==> src/magnetometer_compass_heading_assert.svh <==
// ----------------------------------------------------------------------------
// Assertion macros for the magnetometer compass heading block
// Short forms for clocked implication checks on clock, disabled in reset.
// ----------------------------------------------------------------------------
`ifndef MAGNETOMETER_COMPASS_HEADING_ASSERT_SVH
`define MAGNETOMETER_COMPASS_HEADING_ASSERT_SVH

// Same-cycle implication: cond at an edge implies prop at that edge.
`define MCH_ASSERT_IMP(label, cond, prop) \
   label: assert property (@(posedge clock) disable iff (reset) (cond) |-> (prop)) \
      else $error("magnetometer heading: same-cycle check failed");

// Next-cycle implication: cond at an edge implies prop at the following edge.
`define MCH_ASSERT_NEXT(label, cond, prop) \
   label: assert property (@(posedge clock) disable iff (reset) (cond) |=> (prop)) \
      else $error("magnetometer heading: next-cycle check failed");

`endif

==> src/mch_pkg.sv <==
// ----------------------------------------------------------------------------
// mch_pkg
// Shared widths, arctangent table and stage payload for the heading pipeline.
// ----------------------------------------------------------------------------
`default_nettype none

package mch_pkg;

   // Requested CORDIC iterations (8..24); the table caps the effective count.
   localparam int CORDIC_STEPS = 16;
   localparam int ATAN_LEN     = 24;
   localparam int STEPS        = (CORDIC_STEPS > ATAN_LEN) ? ATAN_LEN : CORDIC_STEPS;

   localparam int AXIS_W   = 16;   // packed axis value
   localparam int SCALE_SH = 24;   // vector pre-scale, 2^24
   localparam int VEC_W    = 42;   // CORDIC vector, holds |v| * gain * 2^24
   localparam int ANG_W    = 25;   // angle, degrees Q16
   localparam int TAB_W    = 22;   // table entry width
   localparam int FRAC_W   = 16;   // angle fraction bits
   localparam int HF_W     = 27;   // heading before flooring, degrees Q16
   localparam int HQ_W     = HF_W - 1 - FRAC_W;
   localparam int HEAD_W   = 9;

   localparam int REQ_W = 32;
   localparam int RSP_W = 48;

   // atan(2^-i) in degrees, Q16, rounded to nearest
   localparam logic [TAB_W-1:0] ATAN_TABLE [ATAN_LEN] = '{
      22'd2949120, 22'd1740967, 22'd919879, 22'd466945,
      22'd234379,  22'd117304,  22'd58666,  22'd29335,
      22'd14668,   22'd7334,    22'd3667,   22'd1833,
      22'd917,     22'd458,     22'd229,    22'd115,
      22'd57,      22'd29,      22'd14,     22'd7,
      22'd4,       22'd2,       22'd1,      22'd0
   };

   localparam logic signed [HF_W-1:0] DEG90_Q  = HF_W'(90 * 65536);
   localparam logic signed [HF_W-1:0] DEG180_Q = HF_W'(180 * 65536);
   localparam logic signed [HF_W-1:0] DEG270_Q = HF_W'(270 * 65536);

   localparam logic [HEAD_W-1:0] HEAD_NORTH = 9'd0;
   localparam logic [HEAD_W-1:0] HEAD_SOUTH = 9'd180;
   localparam logic [HQ_W-1:0]   HQ_EAST_MAX = 10'd179;
   localparam logic [HQ_W-1:0]   HQ_WEST_MAX = 10'd359;

   typedef struct packed {
      logic [AXIS_W-1:0]        axis_x;
      logic [AXIS_W-1:0]        axis_y;
      logic                     y_zero;
      logic                     y_neg;
      logic                     x_neg;
      logic signed [VEC_W-1:0]  vx;
      logic signed [VEC_W-1:0]  vy;
      logic signed [ANG_W-1:0]  z;
   } stage_type;

endpackage

`default_nettype wire

==> src/mch_heading.sv <==
// ----------------------------------------------------------------------------
// mch_heading
// Output stage: map the CORDIC angle to a floored, clamped compass heading.
// ----------------------------------------------------------------------------
`default_nettype none

module mch_heading (
   input  wire logic                        clock,
   input  wire logic                        reset,
   input  wire logic                        in_valid,
   output logic                             in_ready,
   input  wire mch_pkg::stage_type          in_data,
   output logic                             out_valid,
   output logic [mch_pkg::HEAD_W-1:0]       heading_deg,
   output logic [mch_pkg::AXIS_W-1:0]       axis_x,
   output logic [mch_pkg::AXIS_W-1:0]       axis_y,
   input  wire logic                        out_ready
);

   logic                             valid_ff;
   logic                             valid_in;
   logic [mch_pkg::HEAD_W-1:0]       heading_ff;
   logic [mch_pkg::HEAD_W-1:0]       heading_in;
   logic [mch_pkg::AXIS_W-1:0]       axis_x_ff;
   logic [mch_pkg::AXIS_W-1:0]       axis_y_ff;
   logic signed [mch_pkg::HF_W-1:0]  z_ext;
   logic signed [mch_pkg::HF_W-1:0]  hf;
   logic [mch_pkg::HQ_W-1:0]         hq;

   always_comb begin
      z_ext      = mch_pkg::HF_W'(in_data.z);
      hf         = '0;
      hq         = '0;
      heading_in = mch_pkg::HEAD_NORTH;
      if (in_data.y_zero) begin
         heading_in = in_data.x_neg ? mch_pkg::HEAD_SOUTH : mch_pkg::HEAD_NORTH;
      end else if (!in_data.y_neg) begin
         // east half: keep the result within 0..179
         hf = mch_pkg::DEG90_Q - z_ext;
         if (hf < 0) begin
            hf = '0;
         end
         hq = hf[mch_pkg::HF_W-2:mch_pkg::FRAC_W];
         if (hq > mch_pkg::HQ_EAST_MAX) begin
            hq = mch_pkg::HQ_EAST_MAX;
         end
         heading_in = mch_pkg::HEAD_W'(hq);
      end else begin
         // west half: keep the result within 180..359
         hf = mch_pkg::DEG270_Q + z_ext;
         if (hf < mch_pkg::DEG180_Q) begin
            hf = mch_pkg::DEG180_Q;
         end
         hq = hf[mch_pkg::HF_W-2:mch_pkg::FRAC_W];
         if (hq > mch_pkg::HQ_WEST_MAX) begin
            hq = mch_pkg::HQ_WEST_MAX;
         end
         heading_in = mch_pkg::HEAD_W'(hq);
      end
   end

   assign in_ready = !valid_ff || out_ready;
   assign valid_in = in_ready ? in_valid : valid_ff;

   always_ff @(posedge clock) begin
      if (reset) begin
         valid_ff <= 1'b0;
      end else begin
         valid_ff <= valid_in;
      end
   end

   always_ff @(posedge clock) begin
      if (in_ready && in_valid) begin
         heading_ff <= heading_in;
         axis_x_ff  <= in_data.axis_x;
         axis_y_ff  <= in_data.axis_y;
      end
   end

   assign out_valid   = valid_ff;
   assign heading_deg = heading_ff;
   assign axis_x      = axis_x_ff;
   assign axis_y      = axis_y_ff;

endmodule

`default_nettype wire

==> config.mk <==
export PLATFORM = sky130hd
export DESIGN_NAME = mch_heading
export DESIGN_NICKNAME = d
export VERILOG_FILES = /design/src/magnetometer_compass_heading_assert.svh /design/src/mch_pkg.sv /design/src/mch_heading.sv
export SDC_FILE = /design/constraint.sdc
export NUM_CORES = 1
export LEC_CHECK = 0
export BUFFER_PORTS_ARGS = -buffer_cell sky130_fd_sc_hd__buf_2
export CAP_MARGIN = 25
export CORE_MARGIN = 1.5
export CORE_UTILIZATION = 41
export CTS_CLUSTER_DIAMETER = 150
export DETAILED_ROUTE_END_ITERATION = 8
export GPL_TIMING_DRIVEN = 0
export PLACE_DENSITY = 0.87
export SETUP_SLACK_MARGIN = 0.4
export SLEW_MARGIN = 10
export SYNTH_ARGS = -nofsm -noshare
export SYNTH_HDL_FRONTEND = slang
export SYNTH_SLANG_ARGS = --single-unit
==> constraint.sdc <==
create_clock -name clock -period 7.12 [get_ports clock]
set_input_delay 1.78 -clock clock [delete_from_list [all_inputs] [get_ports clock]]
set_output_delay 1.78 -clock clock [all_outputs]
set_load 0.005 [all_outputs]
After elaboration in Yosys (flattened, before gate mapping)
Index checks and enable logic that the tools add are counted.
{"block": "word_totals", "ff_bits": 42, "input_bits": 148, "output_inout_bits": 43, "word_cells": 24}
{"block": "op_classes", "add_sub_neg": 2, "order_cmp": 4, "n_mux": 11, "reduce_logical": 3}
{"op": "$mux W26", "n": 6}
{"op": "$mux W9", "n": 4}
{"op": "$add A26 B25 Y27 const A", "n": 1}
{"op": "$lt A27 B25 Y1 const B", "n": 1}
{"op": "$lt A26 B1 Y1 const B", "n": 1}
{"op": "$sub A24 B25 Y26 const A", "n": 1}
{"op": "$gt A10 B8 Y1 const B", "n": 1}
{"op": "$gt A10 B9 Y1 const B", "n": 1}
{"op": "$mux W8", "n": 1}
{"op": "$logic_and A1 B1 Y1", "n": 1}
{"op": "$logic_not A1 Y1", "n": 1}
{"op": "$logic_or A1 B1 Y1", "n": 1}

Logic depth before layout (Yosys ltp)
{"block": "depth", "word_depth": 9, "ltp_mapped": 11, "mapped_depth_nobuf": 10}

Least setup slack after synthesis
Ideal clock, no wire load.
{"block": "synth_path", "path_type": "input -> register", "startpoint": "in in_data[18] (netlist bit)", "endpoint": "reg heading_ff, in the netlist heading_deg[2], data pin", "setup_ns": 0.258, "arrival_ns": 3.873, "required_time_ns": 6.862, "path_slack_ns": 2.989, "cell_stages": 10, "n_path_buf": 1, "cell_sequence": "clkbuf_1 -> inv_1 -> ha_1 -> or4_1 -> o22ai_1 -> a222oi_1 -> o41ai_1 -> and2_1 -> a21o_1 -> o21ai_2"}
{"block": "synth_via", "elab_chain_len": 9, "elab_cells_between_ends": 16, "cone_classes": "2 x add/sub; 4 x order compare; 10 x mux"}
{"item": "from (decl)", "line_no": "mch_heading.sv:12", "rtl": "input wire mch_pkg::stage_type in_data,"}
{"item": "$add A26 B25 Y27 / $sub A24 B25 Y26 (equally long branches)", "line_no": "mch_heading.sv:50, mch_heading.sv:39"}
{"item": "$lt A27 B25 Y1 / $lt A26 B1 Y1 (equally long branches)", "line_no": "mch_heading.sv:51, mch_heading.sv:40"}
{"item": "$mux W26, on equally long branches", "line_no": "mch_heading.sv:51, mch_heading.sv:40"}
{"item": "$mux W26", "line_no": "mch_heading.sv:37", "rtl": "end else if (!in_data.y_neg) begin"}
{"item": "$mux W26", "line_no": "mch_heading.sv:35", "rtl": "if (in_data.y_zero) begin"}
{"item": "$gt A10 B9 Y1 / $gt A10 B8 Y1 (equally long branches)", "line_no": "mch_heading.sv:55, mch_heading.sv:44"}
{"item": "$mux W9, on equally long branches", "line_no": "mch_heading.sv:55, mch_heading.sv:44"}
{"item": "$mux W9 (*)", "line_no": "mch_heading.sv:37"}
{"item": "$mux W9 (*)", "line_no": "mch_heading.sv:35"}
{"item": "named net heading_in, one bit", "line_no": "mch_heading.sv:23", "rtl": "logic [mch_pkg::HEAD_W-1:0] heading_in;"}
{"item": "to (signal assigned)", "line_no": "mch_heading.sv:75", "rtl": "heading_ff <= heading_in;"}
{"item": "to (decl)", "line_no": "mch_heading.sv:22", "rtl": "logic [mch_pkg::HEAD_W-1:0] heading_ff;"}
Mark *: on every way through the listed nets, which the timed path passes. The rest lies on a longest branch. The select of a mux whose other input is x is not followed.
A chain may end at the register's enable or synchronous reset.

Worst setup path after layout
{"block": "layout_path", "startpoint": "in in_data[18] (netlist bit)", "endpoint": "reg heading_ff, in the netlist heading_deg[5], data pin"}
The elaborated chain is that of the path after synthesis.

==> metrics.cfg <==
[power]
p_leak_nw = 1.23
power.density_nw_per_um2 = 192
vdd.ir_drop.worst_uv = 100

[drt]
routed.top_layer = met4
wl_met3_um = 491
wl_um = 5420
met1Wirelength_um = 2250
first_iter_violations = 112
num_vias = 2026
ant_nets = 0
viasPerCell = 5.39
dr.pass1.iters = 4
drcViolationCount = 0
wl_per_cell_um = 14.4
routed-wl-met2_um = 2600

[cts]
tritoncts = yes
htree_levels = 2
cts_hold_buf = 0
cts_setup_buffers = 0
insertion_delay_ns = 0.29
clockBufferDepth = 2
root_buffer = clkbuf_8
ctsResizeCount = 0
clk_pin_slew_worst_paths_ns = 0.07
cts_sinks = 42
numCtsBuffers = 5

[logic_synthesis]
synth_area_leaders = edfxtp_1, o21ai_0, xnor2_1
synth_area_um2 = 2240
synth_nets = 343
ys_ff_latch = 42
synth_ff_type = edfxtp_1
async_reset_ff_share_pct = 0
yosysTopAreaCellShare_pct = 54.8
syn_area_per_cell_um2 = 11.7
yosys_warnings = 0
synth_area_leader_cell = edfxtp_1
synth_cell_types = 52
netlist_instances = 192
seq_area_frac_synth_pct = 55.7
synth_edf_count = 41

[floorplan]
die_y_um = 77.0
core-area_um2 = 5200
ios = 191
dieArea_um2 = 5930
die_x_um = 77.0
initial_core_util_pct = 43.1
core.rowCount = 26

[placed_design]
post-place-ws_ns = 2.65
place_congestion = 0.915
portBuffers = 105
dp_hpwl_um = 4370

[global_route]
grt_pass1_wl_um = 8610
grt_antenna_before_repair = 0
overflow = 0
grt_max_degree = 24
grt_usage_pct = 18.5
grt_pass1_vias = 1832

[finish]
fin_nets = 456
area_delta_synth_final_pct = 33.5
antenna_cells = 0
layout_common_cells = buf_2, edfxtp_1, nor2_1
layout_commonest_cell = buf_2
drive_gt1_share_pct = 41.5

[timing]
hold_viol_final = 0
rsz0062_at_grt = false
maxSlewViolCount = 0
fin_skew_ns = 0.00451
fin_crit_ns = 4.19
fin_setup_tns_ns = 0
worstMarginPinSlew_ns = 0.619
min_period_over_period_pct = 58.8
setup_violations = 0
fmax_mhz = 239
slew_headroom_pct = 58.6
worst_slack_ns = 2.93

[worst_setup_path]
cp_data_required_time_ns = 7.15
path_class = in2reg
crit_path_end_kind = flip-flop
start_kind = input port
critPathMaxFanout = 8
crit_arrival_ns = 4.22

[hold_path]
hp-class = reg2reg

[job]
cap_violations = 0

[status]
status = finished clean

-- where the power goes --
group / internal (mW) / switching [mW] / leakage (nW)
Sequential: 0.290 / 0.00355 / 0.407
Combinational: 0.0471 / 0.0570 / 0.776
Clock: 0.104 / 0.0726 / 0.0514
-- synth_stat cells (4+ instances only) --
| master | count |
|---|---|
| xnor2_1 | 6 |
| edfxtp_1 | 41 |
| xor2_1 | 4 |
| a21oi_1 | 8 |
| nand2_1 | 9 |
| nor2b_1 | 4 |
| a21o_1 | 5 |
| clkbuf_1 | 9 |
| and2_1 | 4 |
| o21ai_0 | 11 |
| nor2_1 | 13 |
| nor4_1 | 6 |
| inv_1 | 9 |
-- final cells by class --
type,count,area [um^2]
buffer,9,33.8
clock buffer,6,72.6
clock inverter,2,37.5
fill,450,2210
inverter,9,33.8
multi-input combinational,132,927
sequential,42,1250
tap,70,87.6
timing repair buffer,106,553
-- kinds of logic after synthesis --
family | share of synthesized area [%]
fa+ha+maj | 1.67
buf+inv | 3.01
mux | 0.502
xor+xnor | 3.90
compound gates | 20.2
simple gates | 15.0
flops | 55.7
-- per-stage QoR --
step                      util, %  hold slack, ns  std cells  instance area (um^2)  power (mW)
after floorplan                 -           0.522        192                  2240       0.354
after global placement       54.9           0.484        367                  2860       0.398
after detailed placement     55.5           0.505        368                  2890       0.403
after CTS                    57.6           0.514        376                  3000       0.580
after global routing         57.6           0.569        376                  3000       0.602
final                        57.6           0.511        376                  3000       0.575
-- routing by layer --
metal  vias up  GRT usage, %
met4         0          7.64
met5         -             0
met1       923          23.8
met2       121          31.0
li1        974             -
met3         8          3.10
-- critical path, stage by stage --
cell,delay (ns)
clkbuf_1,0.33
inv_1,0.18
ha_1,0.32
or4_1,0.50
o22ai_1,0.20
a222oi_1,0.15
o41ai_1,0.35
and2_1,0.22
a21o_1,0.12
o21ai_0,0.08
-- state kept, by name (all words and copies together), names as in the netlist --
register and flops:
axis_x 16, axis_y 16, heading_deg 9, out_valid 1
-- final timing paths --
kind                                  start        endpoint  slack (ns)  depth (start not counted)
worst min-delay path              out_valid       out_valid        0.51                          2
worst max register to register    out_valid       axis_y[5]        5.73                          3
worst min register to register    out_valid       out_valid        0.51                          2
worst max-delay path            in_data[18]  heading_deg[5]        2.93                         10
No activity file was read; power rests on OpenSTA's default activity.
