## config.mk

```make
export PLATFORM = sky130hd
export DESIGN_NAME = mch_prep
export DESIGN_NICKNAME = d
export VERILOG_FILES = /design/src/magnetometer_compass_heading_assert.svh /design/src/mch_pkg.sv /design/src/mch_prep.sv
export SDC_FILE = /design/constraint.sdc
export NUM_CORES = 1
export LEC_CHECK = 0
export BUFFER_PORTS_ARGS = -buffer_cell sky130_fd_sc_hd__buf_4
export CELL_PAD_IN_SITES_DETAIL_PLACEMENT = 1
export CELL_PAD_IN_SITES_GLOBAL_PLACEMENT = 2
export CORE_UTILIZATION = 26
export CTS_BUF_LIST = sky130_fd_sc_hd__clkbuf_8
export CTS_CLUSTER_SIZE = 28
export DETAILED_ROUTE_END_ITERATION = 12
export PLACE_DENSITY = 0.84
export SLEW_MARGIN = 10
export SYNTH_ARGS = -nofsm -noshare
export SYNTH_HDL_FRONTEND = slang
export SYNTH_SLANG_ARGS = --single-unit
```

## constraint.sdc

```tcl
create_clock -name clock -period 4.4 [get_ports clock]
set_input_delay 0.22 -clock clock [delete_from_list [all_inputs] [get_ports clock]]
set_output_delay 0.22 -clock clock [all_outputs]
set_load 0.05 [all_outputs]
```

## src/magnetometer_compass_heading_assert.svh

```systemverilog
// ----------------------------------------------------------------------------
// Assertion macros for the magnetometer compass heading block
// Short forms for clocked implication checks on clock, disabled in reset.
// ----------------------------------------------------------------------------
`ifndef MAGNETOMETER_COMPASS_HEADING_ASSERT_SVH
`define MAGNETOMETER_COMPASS_HEADING_ASSERT_SVH

// Same-cycle implication: cond at an edge implies prop at that edge.
`define MCH_ASSERT_IMP(label, cond, prop) \
   label: assert property (@(posedge clock) disable iff (reset) (cond) |-> (prop)) \
      else $error("magnetometer heading: same-cycle check failed");

// Next-cycle implication: cond at an edge implies prop at the following edge.
`define MCH_ASSERT_NEXT(label, cond, prop) \
   label: assert property (@(posedge clock) disable iff (reset) (cond) |=> (prop)) \
      else $error("magnetometer heading: next-cycle check failed");

`endif

```

## src/mch_pkg.sv

```systemverilog
// ----------------------------------------------------------------------------
// mch_pkg
// Shared widths, arctangent table and stage payload for the heading pipeline.
// ----------------------------------------------------------------------------
`default_nettype none

package mch_pkg;

   // Requested CORDIC iterations (8..24); the table caps the effective count.
   localparam int CORDIC_STEPS = 16;
   localparam int ATAN_LEN     = 24;
   localparam int STEPS        = (CORDIC_STEPS > ATAN_LEN) ? ATAN_LEN : CORDIC_STEPS;

   localparam int AXIS_W   = 16;   // packed axis value
   localparam int SCALE_SH = 24;   // vector pre-scale, 2^24
   localparam int VEC_W    = 42;   // CORDIC vector, holds |v| * gain * 2^24
   localparam int ANG_W    = 25;   // angle, degrees Q16
   localparam int TAB_W    = 22;   // table entry width
   localparam int FRAC_W   = 16;   // angle fraction bits
   localparam int HF_W     = 27;   // heading before flooring, degrees Q16
   localparam int HQ_W     = HF_W - 1 - FRAC_W;
   localparam int HEAD_W   = 9;

   localparam int REQ_W = 32;
   localparam int RSP_W = 48;

   // atan(2^-i) in degrees, Q16, rounded to nearest
   localparam logic [TAB_W-1:0] ATAN_TABLE [ATAN_LEN] = '{
      22'd2949120, 22'd1740967, 22'd919879, 22'd466945,
      22'd234379,  22'd117304,  22'd58666,  22'd29335,
      22'd14668,   22'd7334,    22'd3667,   22'd1833,
      22'd917,     22'd458,     22'd229,    22'd115,
      22'd57,      22'd29,      22'd14,     22'd7,
      22'd4,       22'd2,       22'd1,      22'd0
   };

   localparam logic signed [HF_W-1:0] DEG90_Q  = HF_W'(90 * 65536);
   localparam logic signed [HF_W-1:0] DEG180_Q = HF_W'(180 * 65536);
   localparam logic signed [HF_W-1:0] DEG270_Q = HF_W'(270 * 65536);

   localparam logic [HEAD_W-1:0] HEAD_NORTH = 9'd0;
   localparam logic [HEAD_W-1:0] HEAD_SOUTH = 9'd180;
   localparam logic [HQ_W-1:0]   HQ_EAST_MAX = 10'd179;
   localparam logic [HQ_W-1:0]   HQ_WEST_MAX = 10'd359;

   typedef struct packed {
      logic [AXIS_W-1:0]        axis_x;
      logic [AXIS_W-1:0]        axis_y;
      logic                     y_zero;
      logic                     y_neg;
      logic                     x_neg;
      logic signed [VEC_W-1:0]  vx;
      logic signed [VEC_W-1:0]  vy;
      logic signed [ANG_W-1:0]  z;
   } stage_type;

endpackage

`default_nettype wire

```

## src/mch_prep.sv

```systemverilog
// ----------------------------------------------------------------------------
// mch_prep
// Input stage: pack the axis bytes and load the scaled CORDIC start vector.
// ----------------------------------------------------------------------------
`default_nettype none

module mch_prep (
   input  wire logic                       clock,
   input  wire logic                       reset,
   input  wire logic                       req_tvalid,
   output logic                            req_tready,
   input  wire logic [mch_pkg::REQ_W-1:0]  req_tdata,
   output logic                            out_valid,
   output mch_pkg::stage_type              out_data,
   input  wire logic                       out_ready
);

   logic                        valid_ff;
   logic                        valid_in;
   mch_pkg::stage_type          data_ff;
   mch_pkg::stage_type          data_in;
   logic [mch_pkg::AXIS_W-1:0]  x_bits;
   logic [mch_pkg::AXIS_W-1:0]  y_bits;
   logic [mch_pkg::AXIS_W:0]    y_mag;

   always_comb begin
      x_bits = req_tdata[mch_pkg::AXIS_W-1:0];
      y_bits = req_tdata[2*mch_pkg::AXIS_W-1:mch_pkg::AXIS_W];
      // negate the sign-extended value so the magnitude fits in 17 bits
      y_mag  = y_bits[mch_pkg::AXIS_W-1] ? ((mch_pkg::AXIS_W+1)'(0) - {1'b1, y_bits})
                                         : {1'b0, y_bits};
      data_in.axis_x = x_bits;
      data_in.axis_y = y_bits;
      data_in.y_zero = (y_bits == '0);
      data_in.y_neg  = y_bits[mch_pkg::AXIS_W-1];
      data_in.x_neg  = x_bits[mch_pkg::AXIS_W-1];
      data_in.vx = $signed({{(mch_pkg::VEC_W-mch_pkg::AXIS_W-1-mch_pkg::SCALE_SH){1'b0}},
                            y_mag, {mch_pkg::SCALE_SH{1'b0}}});
      data_in.vy = $signed({{(mch_pkg::VEC_W-mch_pkg::AXIS_W-mch_pkg::SCALE_SH)
                             {x_bits[mch_pkg::AXIS_W-1]}},
                            x_bits, {mch_pkg::SCALE_SH{1'b0}}});
      data_in.z  = '0;
   end

   assign req_tready = !valid_ff || out_ready;
   assign valid_in   = req_tready ? req_tvalid : valid_ff;

   always_ff @(posedge clock) begin
      if (reset) begin
         valid_ff <= 1'b0;
      end else begin
         valid_ff <= valid_in;
      end
   end

   always_ff @(posedge clock) begin
      if (req_tready && req_tvalid) begin
         data_ff <= data_in;
      end
   end

   assign out_valid = valid_ff;
   assign out_data  = data_ff;

endmodule

`default_nettype wire

```

# Yosys cells after proc, flatten, opt, wreduce, memory -nomap -nowiden
# Index checks and enable logic that the tools add are counted.
totals:
  out_inout_bits: 146
  input_bits: 36
  word_cells: 15
  register_bits: 69
op_classes:
  n_addsub: 1
  n_reduce_logical: 4
  mux: 1
ops:
  columns: ["op", "count"]
  rows:
  - ["1-bit by 17-bit subtractor with 17-bit output (first input constant)", 1]
  - ["16-bit logical NOT", 1]
  - ["15-bit two-way mux", 1]
  - ["1-bit logical AND", 1]
  - ["1-bit logical NOT", 1]
  - ["1-bit logical OR", 1]

# Depth between registers and ports, before layout
depth:
  word_depth: 3
  mapped_depth: 6

# Least setup slack after synthesis
# No wires, ideal clock.
synth_timing:
  kind: "register to register"
  startpoint: "reg valid_ff, in the netlist out_valid"
  endpoint: "reg data_ff, in the netlist out_data[100], enable pin"
  setup_ps: 411
  setup_slack_ps: 1765
  arrival_time_ps: 2224
  stages_incl_launch_ff: 3
  cell_sequence: "dfxtp_1 -> nand2b_1 -> and2_1"
synth_between:
  elab_chain_len: 3
synth_lines:
  columns: ["item", "line_no", "source"]
  rows:
  - ["from (decl)", "mch_prep.sv:18", "logic valid_ff;"]
  - ["from (signal assigned)", "mch_prep.sv:52", "valid_ff <= valid_in;"]
  - ["1-bit logical NOT", "mch_prep.sv:45", "assign req_tready = !valid_ff || out_ready;"]
  - ["1-bit logical OR", "mch_prep.sv:45", null]
  - ["via req_tready", "mch_prep.sv:11", "output logic req_tready,"]
  - ["1-bit logical AND", "mch_prep.sv:57", "if (req_tready && req_tvalid) begin"]
  - ["to (signal assigned)", "mch_prep.sv:58", "data_ff <= data_in;"]
  - ["to (decl)", "mch_prep.sv:20", "mch_pkg::stage_type data_ff;"]
# The timed path passes the listed nets, and every way through them passes these cells.
# A chain may end at the register's enable or synchronous reset.

# Worst setup path in the final report
layout_timing:
  startpoint: "reg valid_ff, in the netlist out_valid"
  endpoint: "reg data_ff, in the netlist out_data[141], enable pin"
layout_between:
  elab_chain_len: 3
layout_lines:
  columns: ["item", "line_no"]
  rows:
  - ["1-bit logical NOT", "mch_prep.sv:45"]
  - ["1-bit logical OR", "mch_prep.sv:45"]
  - ["1-bit logical AND", "mch_prep.sv:57"]
# Every way passes these cells.

==> report_table.html <==
<table>
<tr><th>Metric</th><th>Value</th></tr>
<tr><th colspan="2">Outcome</th></tr>
<tr><td>Run status</td><td>complete, no violations</td></tr>
<tr><th colspan="2">CTS</th></tr>
<tr><td>Clock Latency Late Sink</td><td>310 ps</td></tr>
<tr><td>Root Driver</td><td>sky130_fd_sc_hd__clkbuf_8</td></tr>
<tr><td>H-tree levels</td><td>2</td></tr>
<tr><td>Clk slew on worst S/H paths</td><td>90 ps</td></tr>
<tr><td>Clock tree from TritonCTS</td><td>done</td></tr>
<tr><td>Total of cells resized after clock tree synthesis</td><td>0</td></tr>
<tr><td>Number of buffers added by the clock tree synthesis step</td><td>5</td></tr>
<tr><td>Number of buffers on the longest clock path</td><td>2</td></tr>
<tr><td>Total number of clock tree sinks</td><td>50</td></tr>
<tr><td>Post-CTS setup buffers</td><td>0</td></tr>
<tr><td>CTS Hold Bufs</td><td>0</td></tr>
<tr><th colspan="2">Setup path</th></tr>
<tr><td>WP data arrival</td><td>1690 ps</td></tr>
<tr><td>Critical path cell sequence</td><td>nand2b_1 &gt; and2_2</td></tr>
<tr><td>Worst-path cell with the longest stage delay</td><td>sky130_fd_sc_hd__and2_2</td></tr>
<tr><td>Worst Setup End Kind</td><td>flip-flop</td></tr>
<tr><td>Critical path launch point</td><td>out_valid</td></tr>
<tr><td>Critical path type</td><td>reg -&gt; reg</td></tr>
<tr><td>Critical path's largest stage delay</td><td>920 ps</td></tr>
<tr><td>Worst Path Required</td><td>4330 ps</td></tr>
<tr><td>FF-to-FF End</td><td>out_data[141]</td></tr>
<tr><td>Nature of the critical path startpoint</td><td>flip-flop</td></tr>
<tr><td>Critical path fanouts, max</td><td>49</td></tr>
<tr><td>Register-to-register path setup slack</td><td>2630 ps</td></tr>
<tr><td>Beginning of the worst register-to-register path</td><td>out_valid</td></tr>
<tr><td>Number of cells on the worst reg-to-reg path</td><td>2</td></tr>
<tr><th colspan="2">Floorplan</th></tr>
<tr><td>Number of I/O pins</td><td>182</td></tr>
<tr><td>Die height</td><td>102 µm</td></tr>
<tr><td>Starting utilization of the core area</td><td>0.267</td></tr>
<tr><td>Floorplan die width</td><td>102 µm</td></tr>
<tr><td>Floorplan Core Area</td><td>9770 µm²</td></tr>
<tr><td>Number of rows in the core area</td><td>36</td></tr>
<tr><td>Floorplan die area</td><td>10,500 µm²</td></tr>
<tr><th colspan="2">GRT</th></tr>
<tr><td>Wire length of the first global-routing pass</td><td>7220 µm</td></tr>
<tr><td>Gr usage total</td><td>0.0935</td></tr>
<tr><td>Initial antenna violation count</td><td>0</td></tr>
<tr><td>Residual overflow from global routing</td><td>0</td></tr>
<tr><td>Via count of the first global-routing pass</td><td>1,383</td></tr>
<tr><td>Largest net degree at the start of global routing</td><td>50</td></tr>
<tr><th colspan="2">Final layout</th></tr>
<tr><td>Ant. Diodes</td><td>0</td></tr>
<tr><td>P&amp;R area growth vs syn</td><td>23.0%</td></tr>
<tr><td>Multi-input logic area</td><td>657 µm²</td></tr>
<tr><td>Reg area</td><td>1490 µm²</td></tr>
<tr><td>Post-route standard cell area excluding fillers</td><td>3210 µm²</td></tr>
<tr><td>Fraction of layout cells with a size suffix above 1</td><td>0.418</td></tr>
<tr><td>Number of fillers in the final layout</td><td>1,120</td></tr>
<tr><td>Number of nets in the layout</td><td>328</td></tr>
<tr><td>Filler-free cell count of the finished design</td><td>425</td></tr>
<tr><th colspan="2">Routing</th></tr>
<tr><td>Post-route ant nets</td><td>0</td></tr>
<tr><td>Aggregate routed wire length</td><td>5350 µm</td></tr>
<tr><td>DRC errors left</td><td>0</td></tr>
<tr><td>Total vias in the final route</td><td>1,526</td></tr>
<tr><td>Starting DRT DRC Count</td><td>89</td></tr>
<tr><td>Post-detailed-route wirelength per cell</td><td>12.6 µm</td></tr>
<tr><td>Post-detailed-route via-to-cell ratio</td><td>3.59</td></tr>
<tr><td>First-pass DRT Iterations</td><td>4</td></tr>
<tr><th colspan="2">Worst hold path</th></tr>
<tr><td>Startpoint of the tightest hold check path</td><td>reset</td></tr>
<tr><td>Hold path cells</td><td>2</td></tr>
<tr><td>Class of the worst hold path</td><td>in -&gt; reg</td></tr>
<tr><td>Worst hold endpoint</td><td>out_valid</td></tr>
<tr><th colspan="2">STA</th></tr>
<tr><td>Final setup TNS</td><td>0 ps</td></tr>
<tr><td>Max Freq</td><td>0.566 GHz</td></tr>
<tr><td>Tmin final</td><td>1770 ps</td></tr>
<tr><td>Number of max-slew violations in the final report</td><td>0</td></tr>
<tr><td>Final Setup Violations</td><td>0</td></tr>
<tr><td>Worst-case clock skew</td><td>4.55 ps</td></tr>
<tr><td>Slew HR</td><td>0.238</td></tr>
<tr><td>RSZ-0062 raised after global routing</td><td>false</td></tr>
<tr><td>Ratio of final minimum period to clock period</td><td>0.402</td></tr>
<tr><td>Hold Vio Cnt, Final</td><td>0</td></tr>
<tr><td>Slew of the pin with the lowest slew margin</td><td>1140 ps</td></tr>
<tr><th colspan="2">Power and ir drop</th></tr>
<tr><td>LEAKAGE</td><td>1.40 nW</td></tr>
<tr><td>Peak VDD IR</td><td>0.115 mV</td></tr>
<tr><td>Areal power density over the cells</td><td>389 nW/µm²</td></tr>
<tr><th colspan="2">Flow run</th></tr>
<tr><td>Max_cap viols</td><td>0</td></tr>
<tr><th colspan="2">Synth</th></tr>
<tr><td>Post-synthesis register bit count</td><td>50</td></tr>
<tr><td>Part of the Yosys area used for sequential elements</td><td>0.571</td></tr>
<tr><td>Post-synthesis instance area</td><td>2610 µm²</td></tr>
<tr><td>Total of warnings raised by yosys</td><td>0</td></tr>
<tr><td>Synth Area per Inst</td><td>13.0 µm²</td></tr>
<tr><td>Synthesized instance count</td><td>201</td></tr>
<tr><td>Distinct cells, synth</td><td>28</td></tr>
<tr><th colspan="2">Place</th></tr>
<tr><td>Placed insts</td><td>417</td></tr>
<tr><td>Routability Congestion</td><td>0.670</td></tr>
<tr><td>Placed Instance Area</td><td>3130 µm²</td></tr>
<tr><td>Number of buffer cells added on primary ports</td><td>107</td></tr>
<tr><td>Detailed-placement wirelength estimate</td><td>4220 µm</td></tr>
</table>
[registers in the layout, indices dropped and copies added (netlist names)]
signal	count
out_data	49
out_valid	1
[cells by family after synthesis]
family	Yosys count	synth area share
buffers and inverters	102	0.285
flip-flops	50	0.571
AND/OR/NAND/NOR	22	0.0627
AO/OA/AOI/OAI	13	0.0354
XOR/XNOR	12	0.0402
adder cells (fa/ha/maj)	1	0.00479
other	1	0.00143
[layout make-up]
cell class	count	share of cell area
clock inverter	3	0.00389
sequential	50	0.464
clock buffer	5	0.0214
inverter	4	0.00467
tap	133	0.0518
timing repair buffer	107	0.250
multi-input combinational	123	0.204
[power breakdown]
part	leakage, nW	switching, mW	internal, mW	total, mW
Clock	0.0468	0.150	0.107	0.257
Sequential	0.483	0.0120	0.561	0.573
Combinational	0.867	0.335	0.0836	0.418
Total	1.40	0.497	0.752	1.25
[stage by stage]
step,power [mW],hold slack (ps),utilization,setup WS [ps]
floorplan,0.965,289,-,1760
global placement,0.999,380,0.321,2510
detailed placement,1.00,381,0.321,2420
CTS,1.26,48.5,0.329,2610
global route,1.29,50.5,0.329,2530
finish,1.25,56.5,0.329,2630
[layout by cell type, fill, tap and decap left out]
cell type,count
sky130_fd_sc_hd__and2_2,1
sky130_fd_sc_hd__xnor2_1,12
sky130_fd_sc_hd__ha_1,1
sky130_fd_sc_hd__dfxtp_1,1
sky130_fd_sc_hd__conb_1,75
sky130_fd_sc_hd__o21ai_0,5
sky130_fd_sc_hd__nor4_2,2
sky130_fd_sc_hd__or4b_1,1
sky130_fd_sc_hd__buf_4,107
sky130_fd_sc_hd__or4_1,3
sky130_fd_sc_hd__clkbuf_8,5
sky130_fd_sc_hd__clkinv_1,1
sky130_fd_sc_hd__nand2b_1,4
sky130_fd_sc_hd__a21oi_1,1
sky130_fd_sc_hd__o31ai_1,4
sky130_fd_sc_hd__or3b_2,1
sky130_fd_sc_hd__edfxtp_1,49
sky130_fd_sc_hd__clkinv_2,1
sky130_fd_sc_hd__o41ai_1,1
sky130_fd_sc_hd__o41ai_2,1
sky130_fd_sc_hd__or3_2,1
sky130_fd_sc_hd__or4_4,1
sky130_fd_sc_hd__o211ai_1,1
sky130_fd_sc_hd__inv_1,5
sky130_fd_sc_hd__or3_4,1
sky130_fd_sc_hd__or3_1,2
sky130_fd_sc_hd__nand2_1,3
sky130_fd_sc_hd__or2_2,1
sky130_fd_sc_hd__nor4_1,1
[worst max-delay path: cells and delay by family (launching register included)]
family / cells / cell delay, ps
flops: 1 / 320
simple gates: 2 / 1030
[synth_stat cells]
cell type	instances	area share
sky130_fd_sc_hd__buf_2	1	0.0019
sky130_fd_sc_hd__inv_1	4	0.0057
sky130_fd_sc_hd__o21ai_0	5	0.0096
sky130_fd_sc_hd__or3b_2	1	0.0034
sky130_fd_sc_hd__conb_1	1	0.0014
sky130_fd_sc_hd__buf_4	96	0.28
sky130_fd_sc_hd__ha_1	1	0.0048
sky130_fd_sc_hd__edfxtp_1	49	0.56
sky130_fd_sc_hd__clkbuf_1	1	0.0014
sky130_fd_sc_hd__and2_1	1	0.0024
sky130_fd_sc_hd__or4b_1	1	0.0038
sky130_fd_sc_hd__o41ai_2	1	0.0062
sky130_fd_sc_hd__xnor2_1	12	0.040
sky130_fd_sc_hd__or3_4	1	0.0043
sky130_fd_sc_hd__o41ai_1	1	0.0034
sky130_fd_sc_hd__o211ai_1	1	0.0029
sky130_fd_sc_hd__nor4_2	2	0.0096
sky130_fd_sc_hd__nand2_1	3	0.0043
sky130_fd_sc_hd__a21oi_1	1	0.0019
sky130_fd_sc_hd__or3_2	1	0.0029
sky130_fd_sc_hd__o31ai_1	4	0.011
sky130_fd_sc_hd__nand2b_1	4	0.0096
sky130_fd_sc_hd__or4_4	1	0.0043
sky130_fd_sc_hd__or2_2	1	0.0024
sky130_fd_sc_hd__or4_1	3	0.0086
sky130_fd_sc_hd__or3_1	2	0.0048
sky130_fd_sc_hd__dfxtp_1	1	0.0077
sky130_fd_sc_hd__nor4_1	1	0.0024
[worst max path at each step]
| stage | end | slack (ps) | cells after the start |
|---|---|---|---|
| 2_1_floorplan | out_data[100] | 1760 | 2 |
| 3_3_place_gp | out_data[105] | 2510 | 6 |
| 3_5_place_dp | out_data[105] | 2420 | 6 |
| 4_1_cts | out_data[117] | 2610 | 2 |
| 5_1_grt | out_data[116] | 2530 | 2 |
| 6_report | out_data[141] | 2630 | 2 |
[routing by layer]
metal	track usage	part of all wire
met3	0.0349	0.13
met4	0.0429	0.015
met5	0	0
met1	0.0876	0.34
met2	0.179	0.52
(Power assumes the default switching activity.)
